$ cat src/rtl/core/c_subset_token_lexer_defines.svh
// Assertion macros shared by the lexer modules.
`ifndef C_SUBSET_TOKEN_LEXER_DEFINES_SVH
`define C_SUBSET_TOKEN_LEXER_DEFINES_SVH

// The consequent must hold in the same cycle as the antecedent.
`define CLEX_ASSERT_IMPL(lbl, clk, rstn, ante, cons, msg) \
  lbl: assert property (@(posedge clk) disable iff (!rstn) (ante) |-> (cons)) else $error(msg);

// The consequent must hold in the cycle after the antecedent.
`define CLEX_ASSERT_NEXT(lbl, clk, rstn, ante, cons, msg) \
  lbl: assert property (@(posedge clk) disable iff (!rstn) (ante) |=> (cons)) else $error(msg);

`endif

$ cat src/rtl/core/clex_pkg.sv
package clex_pkg;

  // Lexer modes held between source bytes.
  typedef enum logic [3:0] {
    LM_IDLE     = 4'd0,
    LM_WORD     = 4'd1,
    LM_OPER     = 4'd2,
    LM_CHR      = 4'd3,
    LM_STR      = 4'd4,
    LM_SLASH    = 4'd5,
    LM_CMT      = 4'd6,
    LM_CMT_STAR = 4'd7
  } lex_mode_e;

  // Token kinds carried with every result.
  typedef enum logic [2:0] {
    TK_WORD   = 3'd0,
    TK_OPER   = 3'd1,
    TK_CHR    = 3'd2,
    TK_STR    = 3'd3,
    TK_SINGLE = 3'd4,
    TK_EOI    = 3'd5,
    TK_ERR    = 3'd6
  } tok_kind_e;

  localparam logic [7:0] CH_TAB    = 8'd9;
  localparam logic [7:0] CH_LF     = 8'd10;
  localparam logic [7:0] CH_SPACE  = 8'd32;
  localparam logic [7:0] CH_DQUOTE = 8'd34;
  localparam logic [7:0] CH_QUOTE  = 8'd39;
  localparam logic [7:0] CH_STAR   = 8'd42;
  localparam logic [7:0] CH_SLASH  = 8'd47;
  localparam logic [7:0] CH_UNDER  = 8'd95;

  // One source byte as it arrives.
  typedef struct packed {
    logic [7:0] char_code;
    logic       end_of_input;
  } clex_in_t;

  // One result as it leaves.
  typedef struct packed {
    logic [7:0] token_byte;
    logic       has_byte;
    logic       token_start;
    logic       token_end;
    tok_kind_e  token_kind;
    logic       last;
  } clex_out_t;

  // Everything one source byte causes: one or two results.
  typedef struct packed {
    logic      two;
    clex_out_t first;
    clex_out_t second;
  } clex_bundle_t;

  // Outcome of lexing a byte as though no token were open.
  typedef struct packed {
    logic      put;
    clex_out_t rec;
    lex_mode_e mode;
  } idle_step_t;

  function automatic clex_out_t mk_rec(logic [7:0] b, logic has, logic st, logic en,
                                       tok_kind_e kind);
    clex_out_t r;
    r.token_byte  = b;
    r.has_byte    = has;
    r.token_start = st;
    r.token_end   = en;
    r.token_kind  = kind;
    r.last        = 1'b0;
    return r;
  endfunction

  function automatic logic is_word(logic [7:0] c);
    return (c >= "a" && c <= "z") || (c >= "0" && c <= "9") || (c == CH_UNDER);
  endfunction

  function automatic logic is_oper(logic [7:0] c);
    return (c == "<") || (c == "=") || (c == ">") || (c == "|") || (c == "&") ||
           (c == "!");
  endfunction

  function automatic idle_step_t idle_step(logic [7:0] c);
    idle_step_t s;
    s.put  = 1'b1;
    s.rec  = mk_rec(c, 1'b1, 1'b1, 1'b0, TK_WORD);
    s.mode = LM_IDLE;
    if (c == CH_SPACE || c == CH_TAB || c == CH_LF) begin
      s.put = 1'b0;
    end else if (is_word(c)) begin
      s.mode = LM_WORD;
    end else if (is_oper(c)) begin
      s.rec.token_kind = TK_OPER;
      s.mode = LM_OPER;
    end else if (c == CH_QUOTE) begin
      s.rec.token_kind = TK_CHR;
      s.mode = LM_CHR;
    end else if (c == CH_DQUOTE) begin
      s.rec.token_kind = TK_STR;
      s.mode = LM_STR;
    end else if (c == CH_SLASH) begin
      s.put  = 1'b0;
      s.mode = LM_SLASH;
    end else begin
      s.rec.token_kind = TK_SINGLE;
      s.rec.token_end  = 1'b1;
    end
    return s;
  endfunction

endpackage

$ cat src/rtl/core/clex_front.sv
`include "c_subset_token_lexer_defines.svh"

module clex_front
  import clex_pkg::*;
(
  input  logic         clk_i,
  input  logic         rst_ni,
  input  logic         in_valid_i,
  output logic         in_ready_o,
  input  clex_in_t     in_data_i,
  input  logic         q_full_i,
  output logic         push_o,
  output clex_bundle_t bundle_o
);

  lex_mode_e  mode_q, mode_d;
  logic       accept;
  logic [7:0] c;
  logic       eoi;
  logic [1:0] n;
  clex_out_t  r0, r1;
  idle_step_t is;

  assign in_ready_o = !q_full_i;
  assign accept     = in_valid_i && in_ready_o;
  assign c          = in_data_i.char_code;
  assign eoi        = in_data_i.end_of_input;
  assign is         = idle_step(c);

  // Mode register, advanced on every input transfer.
  always_ff @(posedge clk_i or negedge rst_ni) begin
    if (!rst_ni) begin
      mode_q <= LM_IDLE;
    end else if (accept) begin
      mode_q <= mode_d;
    end
  end

  // Classify the byte against the current mode and form its results.
  always_comb begin
    n      = 2'd0;
    r0     = mk_rec(8'd0, 1'b0, 1'b0, 1'b0, TK_WORD);
    r1     = mk_rec(8'd0, 1'b0, 1'b1, 1'b1, TK_EOI);
    mode_d = mode_q;
    if (eoi) begin
      mode_d = LM_IDLE;
      unique case (mode_q)
        LM_WORD, LM_OPER: begin
          r0 = mk_rec(8'd0, 1'b0, 1'b0, 1'b1, (mode_q == LM_WORD) ? TK_WORD : TK_OPER);
          n  = 2'd2;
        end
        LM_SLASH: begin
          r0 = mk_rec(CH_SLASH, 1'b1, 1'b1, 1'b1, TK_SINGLE);
          n  = 2'd2;
        end
        LM_CHR, LM_STR: begin
          r0 = mk_rec(8'd0, 1'b0, 1'b0, 1'b1, TK_ERR);
          n  = 2'd1;
        end
        LM_CMT, LM_CMT_STAR: begin
          r0 = mk_rec(8'd0, 1'b0, 1'b1, 1'b1, TK_ERR);
          n  = 2'd1;
        end
        default: begin
          r0 = mk_rec(8'd0, 1'b0, 1'b1, 1'b1, TK_EOI);
          n  = 2'd1;
        end
      endcase
    end else begin
      unique case (mode_q)
        LM_WORD, LM_OPER: begin
          if ((mode_q == LM_WORD) ? is_word(c) : is_oper(c)) begin
            r0 = mk_rec(c, 1'b1, 1'b0, 1'b0, (mode_q == LM_WORD) ? TK_WORD : TK_OPER);
            n  = 2'd1;
          end else begin
            r0     = mk_rec(8'd0, 1'b0, 1'b0, 1'b1,
                            (mode_q == LM_WORD) ? TK_WORD : TK_OPER);
            r1     = is.rec;
            n      = is.put ? 2'd2 : 2'd1;
            mode_d = is.mode;
          end
        end
        LM_CHR: begin
          r0 = mk_rec(c, 1'b1, 1'b0, c == CH_QUOTE, TK_CHR);
          n  = 2'd1;
          if (c == CH_QUOTE) begin
            mode_d = LM_IDLE;
          end
        end
        LM_STR: begin
          r0 = mk_rec(c, 1'b1, 1'b0, c == CH_DQUOTE, TK_STR);
          n  = 2'd1;
          if (c == CH_DQUOTE) begin
            mode_d = LM_IDLE;
          end
        end
        LM_SLASH: begin
          if (c == CH_STAR) begin
            mode_d = LM_CMT_STAR;
          end else begin
            r0     = mk_rec(CH_SLASH, 1'b1, 1'b1, 1'b1, TK_SINGLE);
            r1     = is.rec;
            n      = is.put ? 2'd2 : 2'd1;
            mode_d = is.mode;
          end
        end
        LM_CMT: begin
          if (c == CH_STAR) begin
            mode_d = LM_CMT_STAR;
          end
        end
        LM_CMT_STAR: begin
          if (c == CH_SLASH) begin
            mode_d = LM_IDLE;
          end else if (c != CH_STAR) begin
            mode_d = LM_CMT;
          end
        end
        default: begin
          r0     = is.rec;
          n      = is.put ? 2'd1 : 2'd0;
          mode_d = is.mode;
        end
      endcase
    end
  end

  // Bundle the results; the final one of the pair carries the last mark.
  always_comb begin
    bundle_o             = '0;
    bundle_o.two         = (n == 2'd2);
    bundle_o.first       = r0;
    bundle_o.first.last  = (n != 2'd2);
    bundle_o.second      = r1;
    bundle_o.second.last = 1'b1;
  end

  assign push_o = accept && (n != 2'd0);

  // A byte inside a comment never produces a result.
  `CLEX_ASSERT_IMPL(a_cmt_silent, clk_i, rst_ni,
    accept && !eoi && (mode_q == LM_CMT || mode_q == LM_CMT_STAR), !push_o,
    "comment byte produced a result")

endmodule

$ cat src/rtl/core/clex_fifo.sv
`include "c_subset_token_lexer_defines.svh"

module clex_fifo
  import clex_pkg::*;
#(
  parameter int unsigned DEPTH = 4
) (
  input  logic         clk_i,
  input  logic         rst_ni,
  input  logic         push_i,
  input  clex_bundle_t wdata_i,
  output logic         full_o,
  input  logic         pop_i,
  output logic         valid_o,
  output clex_bundle_t rdata_o
);

  localparam int unsigned PtrW = (DEPTH > 1) ? $clog2(DEPTH) : 1;
  localparam int unsigned CntW = $clog2(DEPTH + 1);

  clex_bundle_t            mem_q [DEPTH];
  logic         [PtrW-1:0] wr_ptr_q, rd_ptr_q;
  logic         [CntW-1:0] count_q;

  assign full_o  = (count_q == CntW'(DEPTH));
  assign valid_o = (count_q != '0);
  assign rdata_o = mem_q[rd_ptr_q];

  function automatic logic [PtrW-1:0] ptr_inc(logic [PtrW-1:0] p);
    return (p == PtrW'(DEPTH - 1)) ? '0 : p + 1'b1;
  endfunction

  // Storage for queued bundles.
  always_ff @(posedge clk_i) begin
    if (push_i) begin
      mem_q[wr_ptr_q] <= wdata_i;
    end
  end

  // Pointers and fill level.
  always_ff @(posedge clk_i or negedge rst_ni) begin
    if (!rst_ni) begin
      wr_ptr_q <= '0;
      rd_ptr_q <= '0;
      count_q  <= '0;
    end else begin
      if (push_i) begin
        wr_ptr_q <= ptr_inc(wr_ptr_q);
      end
      if (pop_i) begin
        rd_ptr_q <= ptr_inc(rd_ptr_q);
      end
      if (push_i && !pop_i) begin
        count_q <= count_q + 1'b1;
      end else if (pop_i && !push_i) begin
        count_q <= count_q - 1'b1;
      end
    end
  end

  `CLEX_ASSERT_IMPL(a_pop_nonempty, clk_i, rst_ni, pop_i, count_q != '0,
    "pop from an empty queue")
  `CLEX_ASSERT_NEXT(a_fill_up, clk_i, rst_ni, push_i && !pop_i,
    count_q == $past(count_q) + 1'b1, "queue level did not rise on a lone push")

endmodule

$ cat src/rtl/core/clex_back.sv
`include "c_subset_token_lexer_defines.svh"

module clex_back
  import clex_pkg::*;
(
  input  logic         clk_i,
  input  logic         rst_ni,
  input  logic         q_valid_i,
  input  clex_bundle_t q_data_i,
  output logic         pop_o,
  output logic         out_valid_o,
  input  logic         out_ready_i,
  output clex_out_t    out_data_o
);

  clex_out_t out_q, sec_q;
  logic      out_valid_q, sec_valid_q;
  logic      load;

  // The output register may take a new result when empty or being drained.
  assign load  = !out_valid_q || out_ready_i;
  assign pop_o = load && !sec_valid_q && q_valid_i;

  // Control: which result sits in the output register, and whether a
  // second one of the same byte still waits.
  always_ff @(posedge clk_i or negedge rst_ni) begin
    if (!rst_ni) begin
      out_valid_q <= 1'b0;
      sec_valid_q <= 1'b0;
    end else if (load) begin
      if (sec_valid_q) begin
        out_valid_q <= 1'b1;
        sec_valid_q <= 1'b0;
      end else begin
        out_valid_q <= q_valid_i;
        sec_valid_q <= q_valid_i && q_data_i.two;
      end
    end
  end

  // Result payloads.
  always_ff @(posedge clk_i) begin
    if (load) begin
      if (sec_valid_q) begin
        out_q <= sec_q;
      end else if (q_valid_i) begin
        out_q <= q_data_i.first;
        sec_q <= q_data_i.second;
      end
    end
  end

  assign out_valid_o = out_valid_q;
  assign out_data_o  = out_q;

  // A shown result without the last mark always has its partner waiting.
  `CLEX_ASSERT_IMPL(a_pair_held, clk_i, rst_ni, out_valid_q && !out_q.last, sec_valid_q,
    "first of a pair shown without its second")

endmodule

$ cat src/rtl/core/c_subset_token_lexer.sv
// Streaming lexer for a small C subset.
// Input channel (in_valid_i/in_ready_o/in_data_i): one source byte per
// transfer, or an end-of-input marker when end_of_input is set.
// Output channel (out_valid_o/out_ready_i/out_data_o): token bytes and pure
// markers with start, end and kind flags; the last result a byte causes has
// last set. A byte causes zero, one or two results.
// The front end classifies a byte in the cycle it is transferred and queues
// its results; the back end drains the queue through an output register.
// The first result passes through the queue and then the output register
// before it is shown, and it transfers once the receiver is ready.
// Input is taken at one byte per cycle while the queue has room; output
// runs at one result per cycle while the receiver is ready, so the extra
// result of a two-result byte is absorbed by the QUEUE_DEPTH-entry queue.
// When the receiver stalls, results collect in the queue and in_ready_o
// falls once it is full. Reset empties the queue and returns the lexer to
// its idle mode between tokens; no clearing pass is needed.
module c_subset_token_lexer
  import clex_pkg::*;
#(
  parameter int unsigned QUEUE_DEPTH = 4
) (
  input  logic      clk_i,
  input  logic      rst_ni,
  input  logic      in_valid_i,
  output logic      in_ready_o,
  input  clex_in_t  in_data_i,
  output logic      out_valid_o,
  input  logic      out_ready_i,
  output clex_out_t out_data_o
);

  logic         q_full, q_push, q_pop, q_valid;
  clex_bundle_t q_wdata, q_rdata;

  clex_front u_front (
    .clk_i      (clk_i),
    .rst_ni     (rst_ni),
    .in_valid_i (in_valid_i),
    .in_ready_o (in_ready_o),
    .in_data_i  (in_data_i),
    .q_full_i   (q_full),
    .push_o     (q_push),
    .bundle_o   (q_wdata)
  );

  clex_fifo #(
    .DEPTH (QUEUE_DEPTH)
  ) u_fifo (
    .clk_i   (clk_i),
    .rst_ni  (rst_ni),
    .push_i  (q_push),
    .wdata_i (q_wdata),
    .full_o  (q_full),
    .pop_i   (q_pop),
    .valid_o (q_valid),
    .rdata_o (q_rdata)
  );

  clex_back u_back (
    .clk_i       (clk_i),
    .rst_ni      (rst_ni),
    .q_valid_i   (q_valid),
    .q_data_i    (q_rdata),
    .pop_o       (q_pop),
    .out_valid_o (out_valid_o),
    .out_ready_i (out_ready_i),
    .out_data_o  (out_data_o)
  );

endmodule

$ cat config.mk
export PLATFORM = sky130hd
export DESIGN_NAME = c_subset_token_lexer
export DESIGN_NICKNAME = d
export VERILOG_FILES = /design/src/rtl/core/clex_pkg.sv /design/src/rtl/core/clex_front.sv /design/src/rtl/core/clex_fifo.sv /design/src/rtl/core/clex_back.sv /design/src/rtl/core/c_subset_token_lexer.sv
export VERILOG_INCLUDE_DIRS = /design/src /design/src/rtl/core
export SDC_FILE = /design/constraint.sdc
export NUM_CORES = 1
export LEC_CHECK = 0
export BUFFER_PORTS_ARGS = -buffer_cell sky130_fd_sc_hd__buf_2
export CAP_MARGIN = 20
export CORE_ASPECT_RATIO = 0.7
export CORE_MARGIN = 2
export CORE_UTILIZATION = 35
export DETAILED_ROUTE_END_ITERATION = 7
export GPL_TIMING_DRIVEN = 0
export PLACE_DENSITY_LB_ADDON = 0.3
export SLEW_MARGIN = 20
export SYNTH_ARGS = -nofsm -noshare
export SYNTH_HDL_FRONTEND = slang
export SYNTH_SLANG_ARGS = --single-unit
$ cat constraint.sdc
create_clock -name clk_i -period 3.45 [get_ports clk_i]
set_clock_uncertainty 0.1 [all_clocks]
set_input_delay 0.5175 -clock clk_i [delete_from_list [all_inputs] [get_ports clk_i]]
set_output_delay 0.5175 -clock clk_i [all_outputs]
set_load 0.01 [all_outputs]
==> flow_summary.ini, run 1 <==
[placed_design]
gp_congestion = 0.849
port-buffer-count = 29
dp.cells = 690
dpl.hpwl_mm = 9.60

[floorplan]
die_width_um = 169
coreArea_sq_um = 18800
ioPinCount = 30
num_rows = 42
die_y_um = 120
die_area_sq_um = 20200
initial_core_util_pct = 35.5

[grt]
gr-total-overflow = 0
grt_pass1_wl_mm = 22.4
grt_max_degree = 29
track_usage_pct = 15.1
grt_pass1_vias = 3802
antenna_found_initial = 0

[min_path]
hp-class = in -> reg
worstHoldStart = out_ready_i

[status]
run_status = finished, final reports clean

[detailed_routing]
drt_iter0_markers = 332
viasPerCell = 5.27
wire_per_inst_um = 19.8
dr_total_vias = 3812
ant_nets = 0
firstDrtPassIters = 5
drcViolationCount = 0
wirelength_mm = 14.3

[pwr]
vdd_drop_max_mv = 0.306
p_leak_nw = 2.65
pwr_density_cell_nw_per_um2 = 815

[critical_path]
arrival_ns = 3.52
max_stage_delay_ns = 0.50
critPathMaxFanout = 8
r2r_start = u_front.mode_q[1]
timing.critical_path.mode_cell = buf_6
crit_chain = buf_2 -> or3_1 -> buf_6 -> or4_4 -> buf_6 -> and3_4 -> a2111oi_4 -> o32ai_4 -> ha_1 -> inv_1 -> fa_1 -> mux2_2
worstSetupPathType = in -> reg
startpoint = in_data_i[5]
cpMaxStageDelayCell = or4_4
crit_path_end_kind = flip-flop
critPathLaunchType = primary input
crit_required_ns = 3.64

[synthesis]
synth_nets = 436
ys.warnings.count = 0
synthArstFlopShare_pct = 7.95
synth_flop_cell = edfxtp_1
synth_cells = 416
yosys_register_bits = 151
synth_cell_types = 63
synth_area_per_cell_sq_um = 16.1
ys_seq_area_share_pct = 66.9
synth_edf_count = 139
synth_area_sq_um = 6680

[sta]
clock.fmax_mhz = 300
whs_ns = 0.343
tightest_slew_ns = 0.943
period_needed_ns = 3.33
rsz0062_at_grt = no
final-setup-viol-count = 0
slew_headroom_pct = 37.1
maxSlewViolCount = 0
finalCritPeriodShare_pct = 96.5
hold_violations = 0

[clock_tree]
cts_root_buf = clkbuf_16
clock_latency_ns = 0.42
clk_path_buf_depth = 2
cts_buffers = 17
htree_num_levels = 4
path_clk_slew_ns = 0.06
tritoncts = yes
clock_sinks = 151

[cells_and_area]
nNetsFinal = 489
n_antenna_cell = 0
area_delta_synth_final_pct = 17.0
final_cells = 724
drive_gt1_share_pct = 29.7

[run]
cap_violations = 0
==> stage by stage <==
step | util [%] | power [mW] | setup slack, ns | TNS, ns | area [sq um]
detailed placement | 38.1 | 4.63 | -0.600 | -68.39 | 7170
global placement | 37.9 | 4.53 | -0.703 | -67.73 | 7130
CTS | 41.4 | 6.44 | 0.0473 | 0 | 7780
finish | 41.6 | 6.37 | 0.120 | 0 | 7820
floorplan | - | 4.02 | 0.0133 | 0 | 6680
global route | 41.6 | 6.69 | 0.0170 | 0 | 7820
==> report_power, final <==
group          internal (mW)  switching [mW]  total, mW
logic                  0.790           0.969       1.76
registers               2.66           0.149       2.81
clock network           1.07           0.739       1.81
total                   4.52            1.86       6.37
==> state kept, by name (all words and copies together) (netlist names) <==
| name | count |
|---|---|
| u_fifo.mem_q | 112 |
| u_back.out_data_o | 15 |
| u_back.sec_q | 12 |
| u_fifo.count_q | 3 |
| u_front.mode_q | 3 |
| u_fifo.rd_ptr_q | 2 |
| u_fifo.wr_ptr_q | 2 |
| u_back.out_valid_o | 1 |
| u_back.sec_valid_q | 1 |
==> cells in the mapped netlist, types with 9 or more instances <==
cell type / n / share of area, %
edfxtp_1: 139 / 62
mux4_2: 28 / 9.4
nor2_1: 26 / 1.5
nand2_1: 19 / 1.1
mux2_2: 16 / 2.7
nor3_1: 16 / 1.2
inv_1: 13 / 0.73
clkbuf_1: 12 / 0.67
dfrtp_1: 12 / 4.5
o21ai_0: 11 / 0.82
and2_1: 10 / 0.94
a21oi_1: 9 / 0.67
==> final cells by class <==
class                           count  area (sq um)
Clock buffer                       17           425
Inverter                           14          52.6
Multi-Input combinational cell    228          2100
Clock inverter                     15           150
Timing Repair Buffer               36           211
Tap cell                          242           303
Sequential cell                   151          4470
Fill cell                        1705         11000
Buffer                             21           100
==> cell usage in the layout (no fill, tap or decap), types with 9 or more instances in the layout <==
cell type | synthesis | final
edfxtp_1 | 139 | 139
buf_2 | 5 | 34
mux4_2 | 28 | 28
nor2_1 | 26 | 24
nand2_1 | 19 | 19
clkbuf_16 | 0 | 17
mux2_2 | 16 | 16
inv_1 | 13 | 13
nor3_1 | 16 | 13
dfrtp_1 | 12 | 12
o21ai_0 | 11 | 11
clkbuf_1 | 12 | 10
and2_1 | 10 | 10
a21oi_1 | 9 | 9
==> layer usage <==
| metal | track usage (%) | part of all wire (%) | vias up | routed length [um] |
|---|---|---|---|---|
| met5 | 0 | 0 | - | 0 |
| met4 | 4.11 | 1.4 | 0 | 204 |
| met3 | 3.56 | 5.0 | 16 | 719 |
| met2 | 21.6 | 43 | 110 | 6130 |
| met1 | 23.0 | 51 | 1948 | 7250 |
| li1 | - | - | 1738 | - |
==> final timing paths <==
check,endpoint,slack (ns),cells past startpoint
max reg2reg,u_fifo.count_q[2],0.28,12
min,u_back.out_valid_o,0.34,3
min in group asynchronous,u_front.mode_q[2],0.42,2
max,u_fifo.count_q[1],0.12,12
max in group asynchronous,u_fifo.count_q[1],2.57,2
min reg2reg,u_fifo.count_q[2],0.45,1
==> kinds of logic (layout without fill, tap and decap cells) <==
kind of cell | count (synthesis) | after routing | synth area share, %
AO/OA/AOI/OAI | 63 | 63 | 7.51
XOR/XNOR | 5 | 5 | 0.655
adder cells (fa/ha/maj) | 7 | 7 | 1.42
buffers and inverters | 37 | 103 | 2.40
flip-flops | 151 | 151 | 66.9
multiplexers | 46 | 46 | 12.6
AND/OR/NAND/NOR | 107 | 107 | 8.50
==> timing repair <==
action / in CTS / in global routing
gates resized for setup: 4 / 3
hold buffers: 1 / 0
hold endpoints to repair: 12 / 0
buffers inserted: 0 / 3
endpoints found under the setup margin: 118 / 118
pin swaps: 0 / 2
==> worst max-delay path, delay by kind of cell <==
kind / cells / cell delay [ns]
adders and majority gates: 2 / 0.68
AOI/OAI and AO/OA: 2 / 0.42
buffers and inverters: 4 / 0.53
and+or+nand+nor: 3 / 1.09
muxes: 1 / 0.28
Note: power is estimated with default switching activity, not from simulation.
==> run 2: changes to the inputs <==
--- a/config.mk
+++ b/config.mk
@@ -13,7 +13,8 @@
 export CORE_UTILIZATION = 35
 export DETAILED_ROUTE_END_ITERATION = 7
 export GPL_TIMING_DRIVEN = 0
-export PLACE_DENSITY_LB_ADDON = 0.3
+export HOLD_SLACK_MARGIN = 0.1
+export PLACE_DENSITY = 0.54
 export SLEW_MARGIN = 20
 export SYNTH_ARGS = -nofsm -noshare
 export SYNTH_HDL_FRONTEND = slang
==> run 2 against run 1 <==
Against the previous run: cell area decreased by 0.26%; sequential power about the same; global-route usage increased by 0.49 points; routed wire length increased by 2.5%; count of clock-buffer cells in the layout unchanged; largest cell class unchanged.
==> flow_summary.ini, run 2 (synthesized netlist as in run 1, its figures left out) <==
[pwr]
p_sw_mw = 1.86
pwr-share-seq_pct = 44.5
vdd_drop_max_mv = 0.280
internal_power_mw = 4.44
total_power_mw = 6.31
p_leak_nw = 2.65
pwr_density_cell_nw_per_um2 = 809
comb_power_share_pct = 27.9
p_sw_share_pct = 29.5
power.share.clock_pct = 27.6

[placed_design]
dpl.hpwl_mm = 9.76
port-buffer-count = 29
dp.cells = 691
gp_congestion = 0.860
placedInstanceArea_sq_um = 7180

[cells_and_area]
multi_input_area_sq_um = 2100
final_cells = 724
largest-register = u_fifo.mem_q
drive_gt1_share_pct = 30.1
fillers = 1729
seqCellArea_sq_um = 4470
final_common_cell = edfxtp_1
nNetsFinal = 489
largest_reg_flops = 112
fin_area_sq_um = 7800
n_antenna_cell = 0
area_delta_synth_final_pct = 16.7
final_cell_mix = edfxtp_1 (139), buf_2 (34), mux4_2 (28)

[critical_path]
timing.critical_path.mode_cell = buf_6
worstSetupPathType = in -> reg
crit_path_end_kind = flip-flop
worstPathBufferInverterCount = 4
cpMaxStageDelayCell = or4_4
critPathMaxFanout = 8
crit_required_ns = 3.64
max_stage_delay_ns = 0.51
r2r_start = u_front.mode_q[0]
crit_family = simple AND/OR/NAND/NOR gates
arrival_ns = 3.53
crit_chain = buf_2 -> or3_1 -> buf_6 -> or4_4 -> buf_6 -> and3_4 -> a2111oi_4 -> o32ai_4 -> ha_1 -> inv_1 -> fa_1 -> mux2_2
reg2reg_depth = 7
r2r_end = u_fifo.mem_q[1][21]
rrSetupSlack_ns = 0.31
critPathLaunchType = primary input

[sta]
hold_violations = 0
final-setup-viol-count = 0
whs_ns = 0.346
period_needed_ns = 3.34
tightest_slew_ns = 0.956
rsz0062_at_grt = no
slew_headroom_pct = 36.3
clock.fmax_mhz = 300
finalCritPeriodShare_pct = 96.7
maxSlewViolCount = 0
tns_ns = 0

[detailed_routing]
viasPerCell = 5.25
wire_per_inst_um = 20.3
ant_nets = 0
drt_iter0_markers = 312
dr_total_vias = 3801
wirelength_mm = 14.7
drcViolationCount = 0
firstDrtPassIters = 5

[grt]
gr-total-overflow = 0
grt_pass1_vias = 3791
antenna_found_initial = 0
track_usage_pct = 15.6
grt_max_degree = 29
grt_pass1_wl_mm = 23.0

[floorplan]
die_y_um = 120
coreArea_sq_um = 18800
die_area_sq_um = 20200
num_rows = 42
ioPinCount = 30
die_width_um = 169
initial_core_util_pct = 35.5

[min_path]
worstHoldStart = out_ready_i
holdPathEnd = u_back.out_valid_o
hold-path-cell-count = 3
hp-class = in -> reg

[status]
run_status = finished, final reports clean

[clock_tree]
clk_path_buf_depth = 2
path_clk_slew_ns = 0.06
clock_latency_ns = 0.41
cts_root_buf = clkbuf_16
tritoncts = yes
clock_sinks = 151
htree_num_levels = 4
cts_buffers = 17

[run]
cap_violations = 0
-- run 2: through the flow --
| step | setup WS [ns] | utilization (%) |
|---|---|---|
| final | 0.114 | 41.5 |
| after global routing | 0.00523 | 41.5 |
| after CTS | 0.0610 | 41.3 |
| after detailed placement | -0.587 | 38.1 |
| after global placement | -1.20 | 37.9 |
| after floorplan | 0.0133 | - |
-- run 2: what timing repair did --
item,in CTS,in global routing
setup buffers,0,2
setup endpoints to repair,118,58
hold buffers,1,0
gates resized for setup,6,5
endpoints found under the hold margin,12,0
pin swaps,0,1
-- run 2: worst max-delay path by stage --
stage	from	to	slack [ns]	cells after the start
after floorplan	in_data_i[5]	u_fifo.count_q[1]	0.01	11
after global placement	u_back.sec_valid_q	u_fifo.count_q[1]	-1.20	7
after detailed placement	in_data_i[1]	u_fifo.mem_q[0][22]	-0.59	8
after CTS	u_front.mode_q[1]	u_fifo.mem_q[1][13]	0.06	8
after global routing	u_front.mode_q[1]	u_fifo.count_q[2]	0.005	12
final	in_data_i[5]	u_fifo.count_q[1]	0.11	12
-- run 2: power by group through the flow --
| stage | registers [mW] | logic [mW] | clock network [mW] |
|---|---|---|---|
| global placement | 2.83 | 1.73 | 0 |
| finish | 2.81 | 1.76 | 1.74 |
| detailed placement | 2.85 | 1.79 | 0 |
| global route | 2.86 | 1.93 | 1.86 |
| CTS | 2.81 | 1.81 | 1.78 |
| floorplan | 2.86 | 1.17 | 0 |
-- run 2: per-layer routing --
layer | track usage (%) | part of all wire (%)
met1 | 23.9 | 51
met2 | 21.9 | 43
met3 | 3.99 | 4.3
met4 | 4.27 | 1.3
met5 | 0 | 0
-- run 2: final cells by class --
class	count	area share, %
flip-flops and latches	151	57.4
multi-input cells	228	27.0
clock inverters	15	1.64
well taps	242	3.88
clock buffers	17	5.45
repair buffers	36	2.66
plain buffers	21	1.28
inverters	14	0.722
-- run 2: worst reg2reg max path: cells and delay by family, from the launching register on --
family	cells	cell delay, ns
buffers and inverters	1	0.24
AOI/OAI and AO/OA	1	0.43
DFF	1	0.44
and+or+nand+nor	5	1.55
==> run 3: changes to the inputs <==
--- a/config.mk
+++ b/config.mk
@@ -6,6 +6,7 @@
 export SDC_FILE = /design/constraint.sdc
 export NUM_CORES = 1
 export LEC_CHECK = 0
+export ABC_AREA = 0
 export BUFFER_PORTS_ARGS = -buffer_cell sky130_fd_sc_hd__buf_2
 export CAP_MARGIN = 20
 export CORE_ASPECT_RATIO = 0.7
@@ -14,7 +15,7 @@
 export DETAILED_ROUTE_END_ITERATION = 7
 export GPL_TIMING_DRIVEN = 0
 export HOLD_SLACK_MARGIN = 0.1
-export PLACE_DENSITY = 0.54
+export PLACE_DENSITY = 0.56
 export SLEW_MARGIN = 20
 export SYNTH_ARGS = -nofsm -noshare
 export SYNTH_HDL_FRONTEND = slang
==> run 3 against run 2 <==
Against the previous run: power increased by 0.97%; largest cell class unchanged; count of clock-buffer cells in the layout increased by 1; critical endpoint unchanged; sequential share of layout area about the same; global-route usage decreased by 0.092 points; worst hold slack got worse by 0.0073 ns; critical path depth unchanged; highest routed layer unchanged; register-to-register slack got worse by 0.02 ns; routed wire length decreased by 2.2%; flip-flop and latch count unchanged; setup slack improved by 0.0070 ns; utilization about the same.
==> flow_summary.ini, run 3 (synthesized netlist as in run 1, its figures left out) <==
[status]
run_status = finished, final reports clean

[pwr]
internal_power_mw = 4.52
vdd_drop_max_mv = 0.315
p_sw_share_pct = 29.1
p_leak_nw = 2.65
comb_power_share_pct = 27.4
pwr-share-seq_pct = 44.2
power.share.clock_pct = 28.5
p_sw_mw = 1.85
pwr_density_cell_nw_per_um2 = 816

[floorplan]
die_width_um = 169
coreArea_sq_um = 18800
die_y_um = 120
ioPinCount = 30
initial_core_util_pct = 35.5
die_area_sq_um = 20200
num_rows = 42

[sta]
fin_ws_ns = 0.121
rsz0062_at_grt = no
finalCritPeriodShare_pct = 96.5
tightest_slew_ns = 0.899
period_needed_ns = 3.33
final-setup-viol-count = 0
clock.fmax_mhz = 300
hold_violations = 0
slew_headroom_pct = 40.0
maxSlewViolCount = 0

[critical_path]
critPathMaxFanout = 8
crit_required_ns = 3.65
critPathLaunchType = primary input
reg2reg_depth = 7
arrival_ns = 3.53
crit_path_end_kind = flip-flop
worstSetupPathType = in -> reg

[cells_and_area]
largest-register = u_fifo.mem_q
area_delta_synth_final_pct = 16.8
drive_gt1_share_pct = 29.6
nNetsFinal = 486
largest_reg_flops = 112
fin_area_sq_um = 7800
final_cell_mix = edfxtp_1 (139), buf_2 (34), mux4_2 (28)
fin_util_pct = 41.5
n_antenna_cell = 0
final_common_cell = edfxtp_1

[run]
cap_violations = 0

[grt]
track_usage_pct = 15.5
antenna_found_initial = 0
gr-total-overflow = 0
grt_max_degree = 29
grt_pass1_wl_mm = 22.8
grt_pass1_vias = 3911

[clock_tree]
cts_buffers = 17
post_cts_buffers = 0
clock_sinks = 151
htree_num_levels = 4
path_clk_slew_ns = 0.06
cts_root_buf = clkbuf_16
clock_latency_ns = 0.42
clk_path_buf_depth = 2
tritoncts = yes

[min_path]
hp-class = in -> reg
hold-path-cell-count = 3

[detailed_routing]
wire_per_inst_um = 19.9
dr_total_vias = 3800
drcViolationCount = 0
viasPerCell = 5.27
wirelength_mm = 14.3
firstDrtPassIters = 5
ant_nets = 0
drt_iter0_markers = 327

[placed_design]
gp_congestion = 0.902
dpl.hpwl_mm = 9.37
port-buffer-count = 29
placedInstanceArea_sq_um = 7170
post-place-ws_ns = -0.579
## run 3: final cells by class
cell class              count  area (sq um)
well taps                 242           303
clock inverters            14           150
multi-input cells         228          2100
fillers                  1742         11000
inverters                  14          56.3
plain buffers              21           101
repair buffers             33           189
clock buffers              18           429
flip-flops and latches    151          4470
## run 3: per-stage QoR
step	power (mW)	setup TNS (ns)	instances	hold WS [ns]
floorplan	4.02	0	416	0.122
global placement	4.55	-64.94	687	0.328
detailed placement	4.62	-61.11	690	0.335
finish	6.37	0	721	0.339
CTS	6.45	-0.0592	723	0.328
global route	6.72	0	721	0.352
## run 3: path summary, 6_finish.rpt
| path | startpoint | to | slack [ns] |
|---|---|---|---|
| worst max-delay path | in_data_i[5] | u_fifo.count_q[1] | 0.12 |
| worst min-delay path | out_ready_i | u_back.out_valid_o | 0.34 |
| worst max register to register | u_front.mode_q[0] | u_fifo.mem_q[3][25] | 0.29 |
| worst min register to register | u_fifo.count_q[2] | u_fifo.count_q[2] | 0.43 |
| max in group asynchronous | rst_ni | u_fifo.rd_ptr_q[1] | 2.58 |
| min in group asynchronous | rst_ni | u_front.mode_q[2] | 0.42 |
## run 3: routing by layer
| metal | routed length [um] | GRT usage (%) | vias up | share of wire [%] |
|---|---|---|---|---|
| li1 | - | - | 1742 | - |
| met4 | 175 | 5.24 | 0 | 1.2 |
| met3 | 913 | 4.19 | 12 | 6.4 |
| met5 | 0 | 0 | - | 0 |
| met1 | 6910 | 22.7 | 1930 | 48 |
| met2 | 6350 | 22.3 | 116 | 44 |
## run 3: repair_timing
item                                   in CTS  in global routing
resized for setup                           4                  5
hold buffers                                1                  0
endpoints found under the hold margin      12                  0
setup endpoints to repair                 118                 86
cloned                                      0                  0
## run 3: critical path, stage by stage
cell	delay, ns
buf_2	0.15
or3_1	0.39
buf_6	0.15
or4_4	0.51
buf_6	0.15
and3_4	0.20
a2111oi_4	0.24
o32ai_4	0.20
ha_1	0.26
inv_1	0.07
fa_1	0.41
mux2_2	0.28
## run 3: power groups by stage
stage	sequential, mW	clock [mW]	combinational (mW)
after global placement	2.83	0	1.72
after floorplan	2.86	0	1.17
after detailed placement	2.85	0	1.77
after global routing	2.86	1.91	1.94
final	2.81	1.81	1.74
after CTS	2.82	1.84	1.79
